<file path="src/rtl/core/erwf_pkg.sv">
// shared types and constants of the extreme-replacing window filter
package erwf_pkg;

    localparam int SAMPLE_W       = 32;
    localparam int DIGIT_W        = 4;
    localparam int DIGITS_PER_CYC = 3;
    localparam int CHUNK_W        = DIGIT_W * DIGITS_PER_CYC;

    typedef enum logic [4:0] {
        ST_IDLE   = 5'b00001,
        ST_DECIDE = 5'b00010,
        ST_UPDATE = 5'b00100,
        ST_DIV    = 5'b01000,
        ST_DONE   = 5'b10000
    } erwf_state_t;

    typedef struct packed {
        logic load_sample;
        logic decide;
        logic update;
        logic div_step;
        logic out_load;
    } erwf_cmd_t;

    typedef struct packed {
        logic div_done;
    } erwf_status_t;

endpackage

</file>
<file path="src/rtl/core/erwf_ctrl.sv">
// sequencing state machine and output valid of the window filter
module erwf_ctrl (
    input  logic                   clk,
    input  logic                   rst_n,
    input  logic                   in_valid,
    output logic                   in_ready,
    output logic                   out_valid,
    input  logic                   out_ready,
    input  erwf_pkg::erwf_status_t status,
    output erwf_pkg::erwf_cmd_t    cmd
);
    import erwf_pkg::*;

    erwf_state_t state_reg;
    erwf_state_t state_next;
    logic        out_valid_reg;
    logic        out_valid_next;

    always_comb
    begin
        cmd        = '0;
        state_next = state_reg;
        unique case (state_reg)
            ST_IDLE:
            begin
                if (in_valid)
                begin
                    cmd.load_sample = 1'b1;
                    state_next      = ST_DECIDE;
                end
            end
            ST_DECIDE:
            begin
                cmd.decide = 1'b1;
                state_next = ST_UPDATE;
            end
            ST_UPDATE:
            begin
                cmd.update = 1'b1;
                state_next = ST_DIV;
            end
            ST_DIV:
            begin
                cmd.div_step = 1'b1;
                if (status.div_done)
                begin
                    state_next = ST_DONE;
                end
            end
            ST_DONE:
            begin
                if (!out_valid_reg || out_ready)
                begin
                    cmd.out_load = 1'b1;
                    state_next   = ST_IDLE;
                end
            end
            default:
            begin
                state_next = ST_IDLE;
            end
        endcase
    end

    always_comb
    begin
        out_valid_next = out_valid_reg;
        if (out_valid_reg && out_ready)
        begin
            out_valid_next = 1'b0;
        end
        if (cmd.out_load)
        begin
            out_valid_next = 1'b1;
        end
    end

    always_ff @(posedge clk or negedge rst_n)
    begin
        if (!rst_n)
        begin
            state_reg     <= ST_IDLE;
            out_valid_reg <= 1'b0;
        end
        else
        begin
            state_reg     <= state_next;
            out_valid_reg <= out_valid_next;
        end
    end

    assign in_ready  = (state_reg == ST_IDLE);
    assign out_valid = out_valid_reg;

endmodule

</file>
<file path="src/rtl/core/erwf_dpath.sv">
// sorted window, running sum, extreme choice and radix-16 divider
module erwf_dpath #(
    parameter int WINDOW = 5
) (
    input  logic                            clk,
    input  logic                            rst_n,
    input  erwf_pkg::erwf_cmd_t             cmd,
    output erwf_pkg::erwf_status_t          status,
    input  logic [erwf_pkg::SAMPLE_W-1:0]   sample,
    output logic [erwf_pkg::SAMPLE_W-1:0]   average,
    output logic                            accepted,
    output logic                            ready_res
);
    import erwf_pkg::*;

    localparam int SUMW  = SAMPLE_W + $clog2(WINDOW);
    localparam int FW    = $clog2(WINDOW + 1);
    localparam int LHSW  = SAMPLE_W + 1 + $clog2(WINDOW + 1);
    localparam int NDIG  = (SUMW + DIGIT_W - 1) / DIGIT_W;
    localparam int NCYC  = (NDIG + DIGITS_PER_CYC - 1) / DIGITS_PER_CYC;
    localparam int PADW  = NCYC * CHUNK_W;
    localparam int CNTW  = $clog2(NCYC + 1);
    localparam int RW    = $clog2(WINDOW);
    localparam int VW    = RW + DIGIT_W;

    logic [SAMPLE_W-1:0] win_reg [WINDOW];
    logic [SUMW-1:0]     sum_reg;
    logic [FW-1:0]       fill_reg;
    logic [SAMPLE_W-1:0] samp_reg;
    logic                hit_reg;
    logic                rmax_reg;
    logic                filling_reg;
    logic [SAMPLE_W-1:0] ext_reg;
    logic                acc_res_reg;
    logic                rdy_res_reg;
    logic [PADW-1:0]     num_reg;
    logic [RW-1:0]       rem_reg;
    logic [SAMPLE_W-1:0] quo_reg;
    logic [CNTW-1:0]     cnt_reg;
    logic [SAMPLE_W-1:0] average_reg;
    logic                accepted_reg;
    logic                ready_res_reg;

    // decision on the held extremes
    logic [SAMPLE_W-1:0] lo;
    logic [SAMPLE_W-1:0] hi;
    logic                filling;
    logic                in_rng;
    logic [LHSW-1:0]     lhs;
    logic [LHSW-1:0]     rhs;

    assign lo      = win_reg[0];
    assign hi      = win_reg[WINDOW-1];
    assign filling = (fill_reg != FW'(WINDOW));
    assign in_rng  = (samp_reg >= lo) && (samp_reg <= hi);
    assign lhs     = LHSW'({1'b0, hi} + {1'b0, lo}) * LHSW'(WINDOW);
    assign rhs     = LHSW'({sum_reg, 1'b0});

    // sorted insertion, on a base that drops the minimum when it is replaced
    logic                shift_down;
    logic [FW-1:0]       ins_len;
    logic [SAMPLE_W-1:0] base [WINDOW];
    logic [SAMPLE_W-1:0] ins  [WINDOW];
    logic [WINDOW-1:0]   gt;

    assign shift_down = !filling_reg && !rmax_reg;
    assign ins_len    = filling_reg ? fill_reg : FW'(WINDOW - 1);

    for (genvar i = 0; i < WINDOW; i++)
    begin : g_ins
        if (i < WINDOW - 1)
        begin : g_base
            assign base[i] = shift_down ? win_reg[i+1] : win_reg[i];
        end
        else
        begin : g_last
            assign base[i] = win_reg[i];
        end

        assign gt[i] = (FW'(i) >= ins_len) || (base[i] > samp_reg);

        if (i == 0)
        begin : g_first
            assign ins[i] = gt[i] ? samp_reg : base[i];
        end
        else
        begin : g_rest
            assign ins[i] = !gt[i] ? base[i] : (!gt[i-1] ? samp_reg : base[i-1]);
        end
    end

    logic [SUMW-1:0] sum_upd;
    logic [SUMW-1:0] sum_after;

    assign sum_upd   = filling_reg ? (sum_reg + SUMW'(samp_reg))
                                   : (sum_reg - SUMW'(ext_reg) + SUMW'(samp_reg));
    assign sum_after = hit_reg ? sum_upd : sum_reg;

    // division by the window length, three radix-16 digits a cycle
    function automatic logic [DIGIT_W-1:0] qdigit(input logic [VW-1:0] v);
        logic [DIGIT_W-1:0] q;
        q = '0;
        for (int k = 1; k < (1 << DIGIT_W); k++)
        begin
            if (v >= VW'(k * WINDOW))
            begin
                q = q + DIGIT_W'(1);
            end
        end
        return q;
    endfunction

    logic [CHUNK_W-1:0] chunk;
    logic [CHUNK_W-1:0] qd;
    logic [RW-1:0]      rem_out;

    assign chunk = num_reg[PADW-1 -: CHUNK_W];

    always_comb
    begin
        logic [VW-1:0]      val_s;
        logic [DIGIT_W-1:0] q_s;
        logic [RW-1:0]      r_s;
        r_s = rem_reg;
        qd  = '0;
        for (int j = 0; j < DIGITS_PER_CYC; j++)
        begin
            val_s = {r_s, chunk[CHUNK_W-1-j*DIGIT_W -: DIGIT_W]};
            q_s   = qdigit(val_s);
            r_s   = RW'(val_s - VW'(q_s) * VW'(WINDOW));
            qd[CHUNK_W-1-j*DIGIT_W -: DIGIT_W] = q_s;
        end
        rem_out = r_s;
    end

    assign status.div_done = (cnt_reg == CNTW'(NCYC - 1));

    // filter state
    always_ff @(posedge clk or negedge rst_n)
    begin
        if (!rst_n)
        begin
            for (int i = 0; i < WINDOW; i++)
            begin
                win_reg[i] <= '0;
            end
            sum_reg  <= '0;
            fill_reg <= '0;
            cnt_reg  <= '0;
        end
        else
        begin
            if (cmd.update && hit_reg)
            begin
                for (int i = 0; i < WINDOW; i++)
                begin
                    win_reg[i] <= ins[i];
                end
                sum_reg <= sum_upd;
                if (filling_reg)
                begin
                    fill_reg <= fill_reg + FW'(1);
                end
            end
            if (cmd.update)
            begin
                cnt_reg <= '0;
            end
            else if (cmd.div_step)
            begin
                cnt_reg <= cnt_reg + CNTW'(1);
            end
        end
    end

    // per-transaction working registers
    always_ff @(posedge clk)
    begin
        if (cmd.load_sample)
        begin
            samp_reg <= sample;
        end
        if (cmd.decide)
        begin
            hit_reg     <= filling || in_rng;
            rmax_reg    <= (lhs > rhs);
            filling_reg <= filling;
            ext_reg     <= (lhs > rhs) ? hi : lo;
        end
        if (cmd.update)
        begin
            acc_res_reg <= hit_reg;
            rdy_res_reg <= !filling_reg || (fill_reg == FW'(WINDOW - 1));
            num_reg     <= PADW'(sum_after);
            rem_reg     <= '0;
        end
        else if (cmd.div_step)
        begin
            num_reg <= num_reg << CHUNK_W;
            rem_reg <= rem_out;
            quo_reg <= SAMPLE_W'({quo_reg, qd});
        end
        if (cmd.out_load)
        begin
            average_reg   <= rdy_res_reg ? quo_reg : '0;
            accepted_reg  <= acc_res_reg;
            ready_res_reg <= rdy_res_reg;
        end
    end

    assign average   = average_reg;
    assign accepted  = accepted_reg;
    assign ready_res = ready_res_reg;

endmodule

</file>
<file path="src/rtl/core/extreme_replacing_window_filter_unit.sv">
// top level of the extreme-replacing window filter
//
// Keeps a sorted window of WINDOW unsigned Q24.8 frequency samples and their
// exact sum. The first WINDOW transactions fill the window and report a zero
// average with ready_res low until the transaction that completes it. After
// that, a sample outside [min, max] is rejected (accepted = 0, average repeats),
// and a sample inside replaces whichever extreme lies farther from the exact
// average (the maximum when WINDOW*(max+min) > 2*sum, else the minimum). Every
// input transaction gives exactly one output transaction. An item occupies the
// block through these steps in order: the accept cycle that captures the
// sample, the extreme decision, sorted insertion with sum update, the steps
// of the radix-16 divider that forms sum/WINDOW, and the output register
// load. A new input is taken as soon as, and not before, the result sits in
// the output register, even while the output transaction waits for
// out_ready; the load itself waits only if the previous result has not been
// taken yet.
module extreme_replacing_window_filter_unit #(
    parameter int WINDOW = 5
) (
    input  logic                          clk,
    input  logic                          rst_n,
    // input channel
    input  logic                          in_valid,
    output logic                          in_ready,
    input  logic [erwf_pkg::SAMPLE_W-1:0] sample,
    // output channel
    output logic                          out_valid,
    input  logic                          out_ready,
    output logic [erwf_pkg::SAMPLE_W-1:0] average,
    output logic                          accepted,
    output logic                          ready_res
);
    import erwf_pkg::*;

    // command and status between sequencer and datapath
    erwf_cmd_t    cmd;
    erwf_status_t status;

    // sequencer: one transaction in flight, output valid kept here
    erwf_ctrl u_ctrl (
        .clk       (clk),
        .rst_n     (rst_n),
        .in_valid  (in_valid),
        .in_ready  (in_ready),
        .out_valid (out_valid),
        .out_ready (out_ready),
        .status    (status),
        .cmd       (cmd)
    );

    // window, sum, divider and output payload registers
    erwf_dpath #(
        .WINDOW (WINDOW)
    ) u_dpath (
        .clk       (clk),
        .rst_n     (rst_n),
        .cmd       (cmd),
        .status    (status),
        .sample    (sample),
        .average   (average),
        .accepted  (accepted),
        .ready_res (ready_res)
    );

endmodule

</file>
<file path="config.mk">
export PLATFORM = sky130hd
export DESIGN_NAME = extreme_replacing_window_filter_unit
export DESIGN_NICKNAME = d
export VERILOG_FILES = /design/src/rtl/core/erwf_pkg.sv /design/src/rtl/core/erwf_ctrl.sv /design/src/rtl/core/erwf_dpath.sv /design/src/rtl/core/extreme_replacing_window_filter_unit.sv
export SDC_FILE = /design/constraint.sdc
export NUM_CORES = 2
export LEC_CHECK = 0
export BUFFER_PORTS_ARGS = -buffer_cell sky130_fd_sc_hd__buf_2
export CAP_MARGIN = 20
export CORE_ASPECT_RATIO = 0.9
export CORE_MARGIN = 4
export CORE_UTILIZATION = 65
export CTS_BUF_LIST = sky130_fd_sc_hd__clkbuf_8
export CTS_CLUSTER_DIAMETER = 100
export CTS_CLUSTER_SIZE = 10
export DETAILED_ROUTE_END_ITERATION = 7
export PLACE_DENSITY = 0.93
export RECOVER_POWER = 25
export SLEW_MARGIN = 20
export SYNTH_ARGS = -nofsm -noshare
export SYNTH_HDL_FRONTEND = slang
export SYNTH_HIERARCHICAL = 1
export SYNTH_SLANG_ARGS = --single-unit
</file>
<file path="constraint.sdc">
create_clock -name clk -period 35.5 [get_ports clk]
set_input_delay 1.775 -clock clk [delete_from_list [all_inputs] [get_ports clk]]
set_output_delay 1.775 -clock clk [all_outputs]
set_load 0.01 [all_outputs]
</file>
# Word-level counts from Yosys, hierarchy flattened
# Index checks and enable logic that the tools add are counted.
# Widths: inputs -> output; s select.
[totals]
ff_bits = 380
latch_bits = 0
ram_bits = 0
mem_bits_ro = 0
inputBits = 36
output_inout_bits = 36
word_cells = 248
n_memories = 0
[classes]
n_addsub = 51
multipliers = 4
div_mod_pow = 0
order_cmp = 58
eq_ne = 11
n_shift = 0
n_mux = 78
n_bitwise = 1
n_reduce_logical = 21
[op_table]
columns = ["operator", "n"]
rows = [
  ["$mux 32", 13],
  ["$mux 4", 42],
  ["$gt 32x32->1", 5],
  ["$add 4x1->4 const B", 39],
  ["$mux 35", 4],
  ["$ge 7x6->1 const B", 18],
  ["$add 35x32->35", 2],
  ["$ge 7x5->1 const B", 9],
  ["$ge 7x7->1 const B", 9],
  ["$ge 7x4->1 const B", 6],
  ["$gt 36x36->1", 1],
  ["$mul 36x3->36 const B", 1],
  ["$sub 35x32->35", 1],
  ["$add 32x32->33", 1],
  ["$ge 32x32->1", 1],
  ["$le 32x32->1", 1],
  ["$pmux 5 s5", 1],
  ["$ge 7x3->1 const B", 3],
  ["$mux 5", 3],
  ["$mul 4x3->3 const B", 3],
  ["$mux 1", 12],
  ["$sub 3x3->3", 3],
  ["$logic_or 1x1->1", 8],
  ["$add 1x1->2 const B", 3],
  ["23 further kinds", 35],
]

# Logic depth before layout (Yosys ltp)
[logic_depth]
depth_word = 96
ltp_mapped = 122
mapped_depth_nobuf = 118

# By module
# Netlist, hierarchy kept.
[by_module_without_submodules]
columns = ["mod", "n_inst", "cells_each", "area_per_inst_um2", "seq_area_each_um2"]
rows = [
  ["erwf_dpath", 1, 3893, 34480.6, 10189.8],
  ["erwf_ctrl", 1, 36, 357.8, 151.4],
]

# Least setup slack after synthesis
# Ideal clock, no wire load.
[synth_path]
kind = "register to register"
startpoint = "reg u_dpath.rem_reg[0]"
endpoint = "reg u_dpath.rem_reg[2]"
setup_ns = 0.086
t_arrival_ns = 25.301
required_ns = 35.414
path_slack_ns = 10.114
path_stages_with_launch = 119
path_buffers = 6
period_less_slack_ns = 25.386
path_cell_list = "dfxtp_1 > buf_4 > or2_0 > nor4_1 > ha_1 > clkbuf_1 > xor2_1 > ha_1 > mux2_2 > ha_1 > mux2_2 > ha_1 > mux2i_1 > inv_1 > ha_1 > nor2_1 > a21oi_1 > ha_1 > (+83 left out) > nor2_1 > nor2_1 > ha_1 > a22o_1 > a21oi_1 > xnor2_1 > mux2_4 > ha_1 > o211ai_1 > xnor2_1 > mux2_2 > ha_1 > mux2i_2 > fa_1 > xor2_1 > xnor2_1 > xnor2_1 > a211oi_1"
[synth_via]
elab_chain_len = 96
word_cells_on_any_way = 138
[synth_rtl]
columns = ["item", "line", "source"]
rows = [
  ["start, declared", "erwf_dpath.sv:37", "logic [RW-1:0] rem_reg;"],
  ["start signal, assigned", "erwf_dpath.sv:200", "rem_reg <= rem_out;"],
  ["$ge 7x3->1", "erwf_dpath.sv:105", "if (v >= VW'(k * WINDOW))"],
  ["$mux 1", "erwf_dpath.sv:105", ""],
  ["$add 1x1->2", "erwf_dpath.sv:107", "q = q + DIGIT_W'(1);"],
  ["$mux 4", "erwf_dpath.sv:105", ""],
  ["$add 4x1->4", "erwf_dpath.sv:107", ""],
  ["$mux 4", "erwf_dpath.sv:105", ""],
  ["$add 4x1->4", "erwf_dpath.sv:107", ""],
  ["$mux 4", "erwf_dpath.sv:105", ""],
  ["(+22 left out)", "--", ""],
  ["net u_dpath.qd[9]", "erwf_dpath.sv:114", "logic [CHUNK_W-1:0] qd;"],
  ["(+32 left out)", "--", ""],
  ["net u_dpath.qd[5]", "erwf_dpath.sv:114", ""],
  ["(+26 left out)", "--", ""],
  ["$add 4x1->4", "erwf_dpath.sv:107", ""],
  ["$mux 4", "erwf_dpath.sv:105", ""],
  ["$add 4x1->4", "erwf_dpath.sv:107", ""],
  ["$mux 4", "erwf_dpath.sv:105", ""],
  ["$add 4x1->4", "erwf_dpath.sv:107", ""],
  ["$mux 4 (*)", "erwf_dpath.sv:105", ""],
  ["$mul 4x3->3 (*)", "erwf_dpath.sv:130", "r_s = RW'(val_s - VW'(q_s) * VW'(WINDOW));"],
  ["$sub 3x3->3 (*)", "erwf_dpath.sv:130", ""],
]
# Mark *: on every way through the listed nets, which the timed path passes. The rest lies on a longest branch.
# A chain may end at the register's enable or synchronous reset.

# Worst setup path after layout
# Same ends and word-level chain as after synthesis.

==> run metrics <==
GRT Util Overall=30.3%; Max-cap violations=5; Detail Route Antenna Nets=0; total core area=53100 sq um; Initial DRC Count=3314; Async SR Flop Fraction=54.2%; Mapped Cells=3929; Initial Util=roughly two thirds; status=complete, but fails checks; worst skew pair latency=roughly 670 ps; critical path class=register to register; postcts setup bufs=0; # rows=80; CTS sink cnt=380; arrival time at the worst endpoint=28410 ps; most frequent cells in the layout=ha_1, o21ai_0, nand2_1; hold path cells=0; Period minus WS final=28020 ps; Buffers on Ports=71; layout cells sized above 1=9.28%; GPL Wtd Cong=0.972; Hold Violations, Final=0; GRT Residual Overflow=0; Final TNS setup=0 ps; Clock Pin Slew Worst Setup and Hold Paths=80 ps; CP Launch Type=register; CP bufs+invs=4; Top Family by Delay on Critical Path=adder cells; Total Nets Final=4420; vias in the first global route=28400; Worst setup EP type=register; CTS-repair resized insts=0; vias per cell=6.31; main flop type after synthesis=dfrtp_1; synth warn=6; RSZ-0062 raised after global routing=false; Worst Hold Path EP=u_dpath/quo_reg[28]; worst endpoint required time=35890 ps; # setup viols final=0; drt first pass iters=7; Cell Area, Synth=around 35000 sq um; crit-path most repeated cell=ha_1; Yosys reg bits=380; die width=about 250 um; max reg flops=96; Synth cell types=102; net count after synthesis=around 4400; DIE AREA=57400 sq um; first-pass GRT wire length=144 mm; period utilization=78.9%; Post-Place Cell Area=35700 sq um; Worst path slowest cell=xnor3_1; RR Startpoint=u_dpath/rem_reg[0]; cell area after layout=36400 sq um; initial antenna violation count=1; CTS Buf Count=44; CTS tree=yes; Wirelength per Cell=19.1 um; Crit path largest cell delay=a little under 600 ps; Max Fclk=0.0357 GHz; Critical R2R Capture=u_dpath/rem_reg[2]; Worst R2R Path Depth=about 110; Vias=about 29000; critical hold path startpoint=u_dpath/quo_reg[16]; flop2flop setup slack=7480 ps; die height=228 um; worst-margin pin slew=4410 ps; post-synthesis sequential area ratio=29.7%; number of synthesized flops with an enable pin=170; worst-path maximum fanout=17; Detail Placement HPWL=65.6 mm; H-tree Lvls=2; commonest non-fill, non-tap cell in the layout=ha_1; clk buf depth=3; DR DRC count=0; largest net degree at the start of global routing=between 100 and 150; final core utilization=a little under 70%; Hold/Removal Path Class=register to register; Worst slew margin=-194%; Setup Skew=52.1 ps; Clk Tree Root Cell=clkbuf_8; CTS hold repair buffers=0; Top Ports=72; Avg Cell Area, Syn=8.87 sq um; WL final=between 80 and 90 mm; Final Slew Violations=around 310; area delta synth->final=4.56%; failing checks=capacitance limit, slew limit
cell families after synthesis:
| group | Yosys count | share of synthesized area [%] |
|---|---|---|
| AOI/OAI and AO/OA | 1002 | 16.8 |
| xor gates and xnor gates | 226 | 6.34 |
| adders and majority gates | 478 | 18.0 |
| buffers and inverters | 427 | 4.71 |
| DFF | 380 | 29.7 |
| muxes | 314 | 9.66 |
| and+or+nand+nor | 1102 | 14.8 |
area by class of cell:
type | count | area [sq um]
Inverter | 266 | 998
Timing Repair Buffer | 93 | 504
Fill cell | 3915 | 16600
Clock buffer | 47 | 647
Tap cell | 697 | 872
Multi-Input combinational cell | 3122 | 22900
Sequential cell | 380 | 10300
Antenna cell | 1 | 2.50
Clock inverter | 35 | 144
Yosys cell counts (61+ instances only):
library cell,count,area [sq um]
xnor2_1,155,1360
nor2_1,287,1080
o21ai_0,423,2120
dfrtp_1,205,5130
nand2_1,402,1510
ha_1,439,5490
inv_1,262,983
mux2_2,161,1810
clkbuf_1,131,492
a21oi_1,303,1520
nand2b_1,73,457
edfxtp_1,170,5100
mux2i_1,150,1500
nor2b_1,61,382
through the flow:
stage	setup slack (ps)	hold slack, ps	instances
after floorplan	10110	400	3929
after global placement	8810	420	4558
after detailed placement	7840	428	4558
after CTS	7720	443	4640
after global routing	5950	459	4640
final	7480	445	4641
worst max-delay path by stage:
stage                              end  slack [ps]  cells past startpoint               start
floorplan           u_dpath/rem_reg[2]       10110                    118  u_dpath/rem_reg[0]
global placement    u_dpath/rem_reg[2]        8810                    113  u_dpath/rem_reg[0]
detailed placement  u_dpath/rem_reg[2]        7840                    114  u_dpath/rem_reg[0]
CTS                 u_dpath/rem_reg[2]        7720                    114  u_dpath/rem_reg[0]
global route        u_dpath/rem_reg[2]        5950                    113  u_dpath/rem_reg[0]
finish              u_dpath/rem_reg[2]        7480                    113  u_dpath/rem_reg[0]
worst register-to-register path, delay by kind of cell, from the launching register on:
family / cells / cell delay (ps)
flip-flops: 1 / 430
buffers and inverters: 4 / 310
AO/OA/AOI/OAI: 16 / 2790
multiplexers: 22 / 6160
adder cells (fa/ha/maj): 36 / 11320
AND/OR/NAND/NOR: 18 / 3040
XOR/XNOR: 17 / 3800
per-layer routing:
metal,wire [um],global-route usage [%]
met5,0,0
met4,3860,12.9
met3,7330,4.63
met2,40600,50.0
met1,37000,40.4
Power is not shown: default switching activity piles up to over one toggle a cycle in this logic, so the estimate is an artifact.
